File: src/design/b64d_pkg.sv
// Shared types, codes and the symbol lookup for the Base64 stream decoder.
// No dependencies; used by b64d_step and base64_stream_decoder_core.
package b64d_pkg;

   localparam int unsigned CAP_W   = 16;
   localparam int unsigned COUNT_W = 16;

   // Result kinds
   localparam logic [1:0] KIND_DATA = 2'd0;
   localparam logic [1:0] KIND_DONE = 2'd1;
   localparam logic [1:0] KIND_FAIL = 2'd2;

   // Pad tracking codes
   localparam logic [1:0] PAD_NONE = 2'd0;
   localparam logic [1:0] PAD_HALF = 2'd1; // one '=' after two symbols, second required
   localparam logic [1:0] PAD_DONE = 2'd2;

   // Register indexes
   localparam logic CSR_OUTPUT_CAPACITY = 1'b0;
   localparam logic CSR_COUNT_ONLY      = 1'b1;

   localparam logic [CAP_W-1:0] CAPACITY_RESET = 16'd256;
   localparam logic [7:0]       PAD_CHAR       = 8'h3D;
   localparam logic [COUNT_W-1:0] COUNT_MAX    = '1;

   typedef struct packed {
      logic [7:0] symbol;
      logic       is_end;
   } req_type;

   typedef struct packed {
      logic [1:0]         kind;
      logic [7:0]         data_byte;
      logic [COUNT_W-1:0] length;
   } rsp_type;

   typedef struct packed {
      logic [1:0]         quad_phase;
      logic [1:0]         pad_stage;
      logic               error_seen;
      logic [COUNT_W-1:0] byte_count;
      logic [7:0]         partial_byte;
   } state_type;

   // Bit 6 set: not in the alphabet. Otherwise bits 5:0 carry the sextet.
   function automatic logic [6:0] sym_value(input logic [7:0] c);
      logic [6:0] v;
      v = 7'h40;
      if (c inside {[8'h41:8'h5A]}) begin
         v = {1'b0, 6'(c - 8'h41)};
      end else if (c inside {[8'h61:8'h7A]}) begin
         v = {1'b0, 6'(c - 8'h47)};
      end else if (c inside {[8'h30:8'h39]}) begin
         v = {1'b0, 6'(c + 8'h04)};
      end else if (c == 8'h2B) begin
         v = 7'd62;
      end else if (c == 8'h2F) begin
         v = 7'd63;
      end
      return v;
   endfunction

   function automatic logic is_blank(input logic [7:0] c);
      return (c == 8'h20) || (c inside {[8'h09:8'h0D]});
   endfunction

endpackage

File: src/design/base64_stream_decoder_core.sv
// Top level of the streaming Base64 decoder: state, config and result registers.
// Depends on b64d_pkg and b64d_step.
//
//   channel  | ports                              | moves
//   ---------+------------------------------------+-------------------------------
//   request  | req_valid, req_ready, req_data     | one character or end mark per beat
//   response | rsp_valid, rsp_ready, rsp_data     | data byte, or final length/error
//   config   | csr_we, csr_index, csr_wdata       | capacity and count-only mode
//
// One character per cycle while req_ready is high: the decode state and any result
// are both registered at the accepting edge.
// req_ready is low only while a response sits unaccepted with rsp_ready low.
// Synchronous reset clears decode state, sets capacity to 256 and count-only off.
// An end beat always produces a response and returns the decode state to its reset value.
module base64_stream_decoder_core (
   input  logic                        clock,
   input  logic                        reset,
   input  logic                        req_valid,
   output logic                        req_ready,
   input  b64d_pkg::req_type           req_data,
   output logic                        rsp_valid,
   input  logic                        rsp_ready,
   output b64d_pkg::rsp_type           rsp_data,
   input  logic                        csr_we,
   input  logic                        csr_index,
   input  logic [b64d_pkg::CAP_W-1:0]  csr_wdata
);
   import b64d_pkg::*;

   state_type        state_ff, state_in;
   logic [CAP_W-1:0] capacity_ff;
   logic             count_only_ff;
   logic             rsp_valid_ff;
   rsp_type          rsp_data_ff;
   rsp_type          step_rsp;
   logic             step_emit;
   logic             accept;

   assign req_ready = !rsp_valid_ff || rsp_ready;
   assign accept    = req_valid && req_ready;
   assign rsp_valid = rsp_valid_ff;
   assign rsp_data  = rsp_data_ff;

   b64d_step u_step (
      .req        (req_data),
      .cur        (state_ff),
      .capacity   (capacity_ff),
      .count_only (count_only_ff),
      .nxt        (state_in),
      .emit       (step_emit),
      .rsp        (step_rsp)
   );

   always_ff @(posedge clock) begin
      if (reset) begin
         state_ff      <= '0;
         capacity_ff   <= CAPACITY_RESET;
         count_only_ff <= 1'b0;
         rsp_valid_ff  <= 1'b0;
      end else begin
         if (accept) begin
            state_ff <= state_in;
         end
         if (csr_we) begin
            case (csr_index)
               CSR_OUTPUT_CAPACITY: capacity_ff   <= csr_wdata;
               CSR_COUNT_ONLY:      count_only_ff <= csr_wdata[0];
               default:             capacity_ff   <= capacity_ff;
            endcase
         end
         if (accept && step_emit) begin
            rsp_valid_ff <= 1'b1;
         end else if (rsp_ready) begin
            rsp_valid_ff <= 1'b0;
         end
      end
   end

   always_ff @(posedge clock) begin
      if (accept && step_emit) begin
         rsp_data_ff <= step_rsp;
      end
   end

   // end beat leaves the decoder cleared
   a_end_clears: assert property (@(posedge clock) disable iff (reset)
      accept && req_data.is_end |=> state_ff == '0)
      else $error("decode state not cleared after end beat");

   // count-only mode never produces a beat for a character
   a_count_quiet: assert property (@(posedge clock) disable iff (reset)
      accept && !req_data.is_end && count_only_ff |=> !rsp_valid)
      else $error("response in count-only mode");

   // errors stick until the end beat
   a_err_sticky: assert property (@(posedge clock) disable iff (reset)
      accept && !req_data.is_end && state_ff.error_seen |=> state_ff.error_seen)
      else $error("error flag dropped before end");

   // byte count only grows between end beats
   a_count_mono: assert property (@(posedge clock) disable iff (reset)
      accept && !req_data.is_end |=> state_ff.byte_count >= $past(state_ff.byte_count))
      else $error("byte count went backwards");

endmodule

File: src/design/b64d_step.sv
// Next-state and result logic for one character or end beat of the decoder.
// Depends on b64d_pkg (types, codes, sym_value, is_blank).
module b64d_step (
   input  b64d_pkg::req_type            req,
   input  b64d_pkg::state_type          cur,
   input  logic [b64d_pkg::CAP_W-1:0]   capacity,
   input  logic                         count_only,
   output b64d_pkg::state_type          nxt,
   output logic                         emit,
   output b64d_pkg::rsp_type            rsp
);
   import b64d_pkg::*;

   logic [6:0]       sv;
   logic [5:0]       v;
   logic             checking;
   logic             bad_end;
   logic [COUNT_W:0] need;
   logic [7:0]       out_byte;

   assign sv       = sym_value(req.symbol);
   assign v        = sv[5:0];
   assign checking = !count_only;
   assign bad_end  = cur.error_seen || (cur.pad_stage == PAD_HALF) ||
                     (cur.pad_stage == PAD_NONE && cur.quad_phase != 2'd0);
   // phases 1 and 2 check one byte ahead
   assign need = (cur.quad_phase == 2'd1 || cur.quad_phase == 2'd2) ?
                 {1'b0, cur.byte_count} + 1'b1 : {1'b0, cur.byte_count};

   always_comb begin
      nxt      = cur;
      emit     = 1'b0;
      out_byte = 8'h00;
      rsp      = '0;
      if (req.is_end) begin
         nxt      = '0;
         emit     = 1'b1;
         rsp.kind = bad_end ? KIND_FAIL : KIND_DONE;
         rsp.length = bad_end ? '0 : cur.byte_count;
      end else if (cur.error_seen || is_blank(req.symbol)) begin
         nxt = cur;
      end else if (cur.pad_stage == PAD_DONE) begin
         nxt.error_seen = 1'b1;
      end else if (cur.pad_stage == PAD_HALF) begin
         if (req.symbol == PAD_CHAR) begin
            nxt.pad_stage = PAD_DONE;
         end else begin
            nxt.error_seen = 1'b1;
         end
      end else if (req.symbol == PAD_CHAR) begin
         if (cur.quad_phase < 2'd2 || (checking && cur.partial_byte != 8'h00)) begin
            nxt.error_seen = 1'b1;
         end else begin
            nxt.pad_stage = (cur.quad_phase == 2'd2) ? PAD_HALF : PAD_DONE;
         end
      end else if (sv[6]) begin
         nxt.error_seen = 1'b1;
      end else if (checking && need >= {1'b0, capacity}) begin
         nxt.error_seen = 1'b1;
      end else begin
         case (cur.quad_phase)
            2'd0: begin
               nxt.partial_byte = {v, 2'b00};
               nxt.quad_phase   = 2'd1;
            end
            2'd1: begin
               out_byte         = cur.partial_byte | {6'h00, v[5:4]};
               nxt.partial_byte = {v[3:0], 4'h0};
               nxt.quad_phase   = 2'd2;
            end
            2'd2: begin
               out_byte         = cur.partial_byte | {4'h0, v[5:2]};
               nxt.partial_byte = {v[1:0], 6'h00};
               nxt.quad_phase   = 2'd3;
            end
            default: begin
               out_byte         = cur.partial_byte | {2'b00, v};
               nxt.partial_byte = 8'h00;
               nxt.quad_phase   = 2'd0;
            end
         endcase
         if (cur.quad_phase != 2'd0) begin
            if (cur.byte_count != COUNT_MAX) begin
               nxt.byte_count = cur.byte_count + 1'b1;
            end
            emit          = checking;
            rsp.kind      = KIND_DATA;
            rsp.data_byte = out_byte;
         end
      end
   end

endmodule
File: config.mk
export PLATFORM = sky130hd
export DESIGN_NAME = base64_stream_decoder_core
export DESIGN_NICKNAME = d
export VERILOG_FILES = /design/src/design/b64d_pkg.sv /design/src/design/base64_stream_decoder_core.sv /design/src/design/b64d_step.sv
export SDC_FILE = /design/constraint.sdc
export NUM_CORES = 1
export LEC_CHECK = 0
export BUFFER_PORTS_ARGS = -buffer_cell sky130_fd_sc_hd__buf_2
export CAP_MARGIN = 20
export CORE_UTILIZATION = 45
export CTS_BUF_LIST = sky130_fd_sc_hd__clkbuf_16
export DETAILED_ROUTE_END_ITERATION = 8
export SLEW_MARGIN = 20
export SYNTH_ARGS = -nofsm -noshare
export SYNTH_HDL_FRONTEND = slang
export SYNTH_SLANG_ARGS = --single-unit
File: constraint.sdc
create_clock -name clock -period 4.58 [get_ports clock]
set_clock_uncertainty 0.05 [all_clocks]
set_input_delay 0 -clock clock [delete_from_list [all_inputs] [get_ports clock]]
set_output_delay 0 -clock clock [all_outputs]
set_load 0.01 [all_outputs]
==> metrics.cfg <==
[outcome]
status=complete, no violations

[critical_path]
timing.rr.end=rsp_data[10]$_SDFFCE_PP0P_
cp.arrival_ns=4.08
reg2reg_depth=15
startpoint=state_ff[8]$_SDFFE_PP0P_
required_ns=4.56
crit_type=reg -> reg
cp-end-kind=register
reg2reg_slack_ns=0.48
reg2reg_from=state_ff[8]$_SDFFE_PP0P_
crit_end=rsp_data[10]$_SDFFCE_PP0P_
path_max_fanout=21
critPathLaunchType=register

[cts]
cts_tree=done
cts_setup_buffers=0
insertion_delay_ns=0.33
clk_pin_slew_ns=0.06
htree_levels=3
clockBufferDepth=2
root_buffer=clkbuf_16
cts_resized=0
hold_buffers=20
clock-sinks=71
cts_made_buffers=9

[yosys]
synthArstFlopShare_pct=0
synth-seq-cells=71
synth-edff-count=26
ys.flop_type=dfxtp_1
synthDistinctLibCells=65
ys_warn_count=0
synth_seq_area_share_pct=37.30
synth_nets=573
syn_area_per_cell_sq_um=8.822
syn-cell-area_sq_mm=0.004508
syn_inst=511

[global_routing]
grt_util_all_layers_pct=21.35
grt_pass1_vias=3586
antenna_found_initial=0
globalRouteOverflowTotal=0
grt_max_degree=32
grt_pass1_wl_um=17370

[timing]
fin_tns_setup_ns=0
worst_pin_slew_ns=1.048
max_freq_mhz=244.1
rsz0062_at_grt=false
slew_violations=0
final_hold_viol_count=0
finalSetupViolCount=0
fin_crit_ns=4.097
max-slew-margin-rel_pct=29.99
period_share_pct=89.46

[pwr]
irDropWorstVdd_mv=0.1241
swShare_pct=23.92
power_per_cell_area_mw_per_mm2=283.7
power_frac_seq_pct=44.7
power.switching_uw=363.4
finalPower_mw=1.519
power_leakage_nw=2.167
power.internal_mw=1.156
p_comb_share_pct=11.9
power_frac_clock_pct=43.5

[floorplan]
die_y_um=102.1
fp-row-count=36
coreArea_sq_mm=0.009729
die_area_sq_mm=0.01042
dieWidth_um=102.1
ios=59
start_util_pct=46.33

[worst_hold_path]
hold_path.class=in -> reg

[job]
drv_cap=0

[finish]
diodes=0
fin_cells=712
fill_cells=931
areaGrowthSynthToFinish_pct=18.79
layout.nets=636
drive_gt1_share_pct=15.20

[route]
drt-initial-drc-count=242
totalWireLength_um=10370
antenna_left=0
drc=0
wl_per_cell_um=14.57
num_vias=3891
via_per_inst=5.465
first_pass_iters=5

[placed_design]
dp_cells=676
io_buffers=58
hpwl_um=7536
place_congestion=0.8624

## per-stage QoR
stage | hold WS, ns | setup WS, ns | instance area [sq um] | utilization (%)
detailed placement | 0.1640 | 0.5048 | 4873 | 50.09
finish | 0.07606 | 0.4826 | 5355 | 55.04
global route | 0.1092 | 0.1788 | 5355 | 55.04
global placement | 0.1579 | 0.5891 | 4870 | 50.05
floorplan | 0.06784 | 0.6250 | 4508 | -
CTS | 0.06819 | 0.4869 | 5355 | 55.04
## worst min-delay path by stage
stage          depth (start not counted)                          end    startpoint
2_1_floorplan                          1  capacity_ff[8]$_SDFFE_PP1P_  csr_wdata[8]
3_3_place_gp                           2  capacity_ff[8]$_SDFFE_PP1P_  csr_wdata[8]
3_5_place_dp                           2  capacity_ff[8]$_SDFFE_PP1P_  csr_wdata[8]
4_1_cts                                4    state_ff[25]$_SDFFE_PP0P_     req_valid
5_1_grt                                4    state_ff[25]$_SDFFE_PP0P_     req_valid
6_report                               4    state_ff[25]$_SDFFE_PP0P_     req_valid
## state kept, by name, indices dropped and copies added, names as in the netlist
name / count
state_ff: 27
count_only_ff: 1
rsp_data: 26
rsp_valid: 1
capacity_ff: 16
## power groups by stage
stage          clock [mW]  sequential (mW)  combinational [mW]
6_report            0.661            0.678               0.180
3_5_place_dp            0            0.692               0.166
2_1_floorplan           0            0.695               0.105
5_1_grt             0.701            0.680               0.200
4_1_cts             0.670            0.679               0.179
3_3_place_gp            0            0.691               0.163
## cell type report
| class | instances | area (sq um) | share of cell area [%] |
|---|---|---|---|
| tap | 133 | 166.4 | 3.107 |
| multi-input combinational | 375 | 2559 | 47.78 |
| inverter | 35 | 133.9 | 2.500 |
| clock inverter | 7 | 56.30 | 1.051 |
| timing repair buffer | 82 | 533.0 | 9.953 |
| sequential | 71 | 1682 | 31.40 |
| clock buffer | 9 | 225.2 | 4.206 |
## Yosys cell counts (4+ instances only)
| library cell | n | area share [%] |
|---|---|---|
| nand4_1 | 13 | 1.8 |
| a221oi_1 | 4 | 0.78 |
| a21oi_1 | 36 | 4.0 |
| nor3_1 | 8 | 0.89 |
| and3_1 | 28 | 3.9 |
| o2bb2ai_1 | 7 | 1.4 |
| nand2b_1 | 14 | 1.9 |
| a21o_1 | 9 | 1.5 |
| o31ai_1 | 4 | 0.67 |
| nand3_1 | 21 | 2.3 |
| a211oi_1 | 5 | 0.83 |
| a31oi_1 | 8 | 1.1 |
| xnor2_1 | 22 | 4.3 |
| o221ai_1 | 4 | 0.78 |
| nand3b_1 | 5 | 0.83 |
| nand2_1 | 60 | 5.0 |
| o21ai_0 | 11 | 1.2 |
| ha_1 | 31 | 8.6 |
| clkbuf_1 | 24 | 2.0 |
| inv_1 | 34 | 2.8 |
| nor2_1 | 21 | 1.7 |
| nor2b_1 | 6 | 0.83 |
| dfxtp_1 | 45 | 20 |
| or3_1 | 5 | 0.69 |
| mux2i_1 | 4 | 0.89 |
| edfxtp_1 | 26 | 17 |
| xor2_1 | 4 | 0.78 |
## per-layer routing
metal,track usage (%),part of all wire (%),vias to the layer above
li1,-,-,1971
met1,30.92,51,1791
met2,32.11,43,119
met3,3.215,5.0,10
met4,7.802,1.1,0
met5,0,0,-
## cell usage in the layout, fill, tap and decap left out, drive strengths merged, types with 12 or more instances in the layout
| master | netlist | routed |
|---|---|---|
| nand3 | 21 | 21 |
| buf | 6 | 62 |
| dfxtp | 45 | 45 |
| ha | 31 | 31 |
| o21ai | 12 | 12 |
| inv | 35 | 36 |
| a21oi | 36 | 36 |
| nand2b | 14 | 14 |
| xnor2 | 22 | 22 |
| edfxtp | 26 | 26 |
| and3 | 29 | 29 |
| nand4 | 13 | 13 |
| nand2 | 60 | 60 |
| nor2 | 21 | 21 |
| dlygate4sd3 | 0 | 20 |
## critical path, cell delays in order, from the launching register on
cell and delay, ns:
dfxtp_1 0.43, and3_1 0.28, nand3_1 0.16, nor2_1 0.19, and3_1 0.26, nand4_1 0.13, xnor2_1 0.17, ha_1 0.31
a21oi_1 0.15, a21oi_1 0.08, a41o_1 0.25, nor4_4 0.34, nand4b_2 0.16, or3_1 0.37, nand2_1 0.26, buf_12 0.21
## cell families (layout without fill, tap and decap cells)
group | count (synthesis) | count (layout) | synth area share (%)
simple gates | 202 | 202 | 24.37
xor+xnor | 26 | 26 | 5.051
buf+inv | 65 | 133 | 6.023
mux | 5 | 5 | 1.138
compound gates | 111 | 111 | 17.51
fa+ha+maj | 31 | 31 | 8.604
flops | 71 | 71 | 37.30
(Power assumes the default switching activity.)
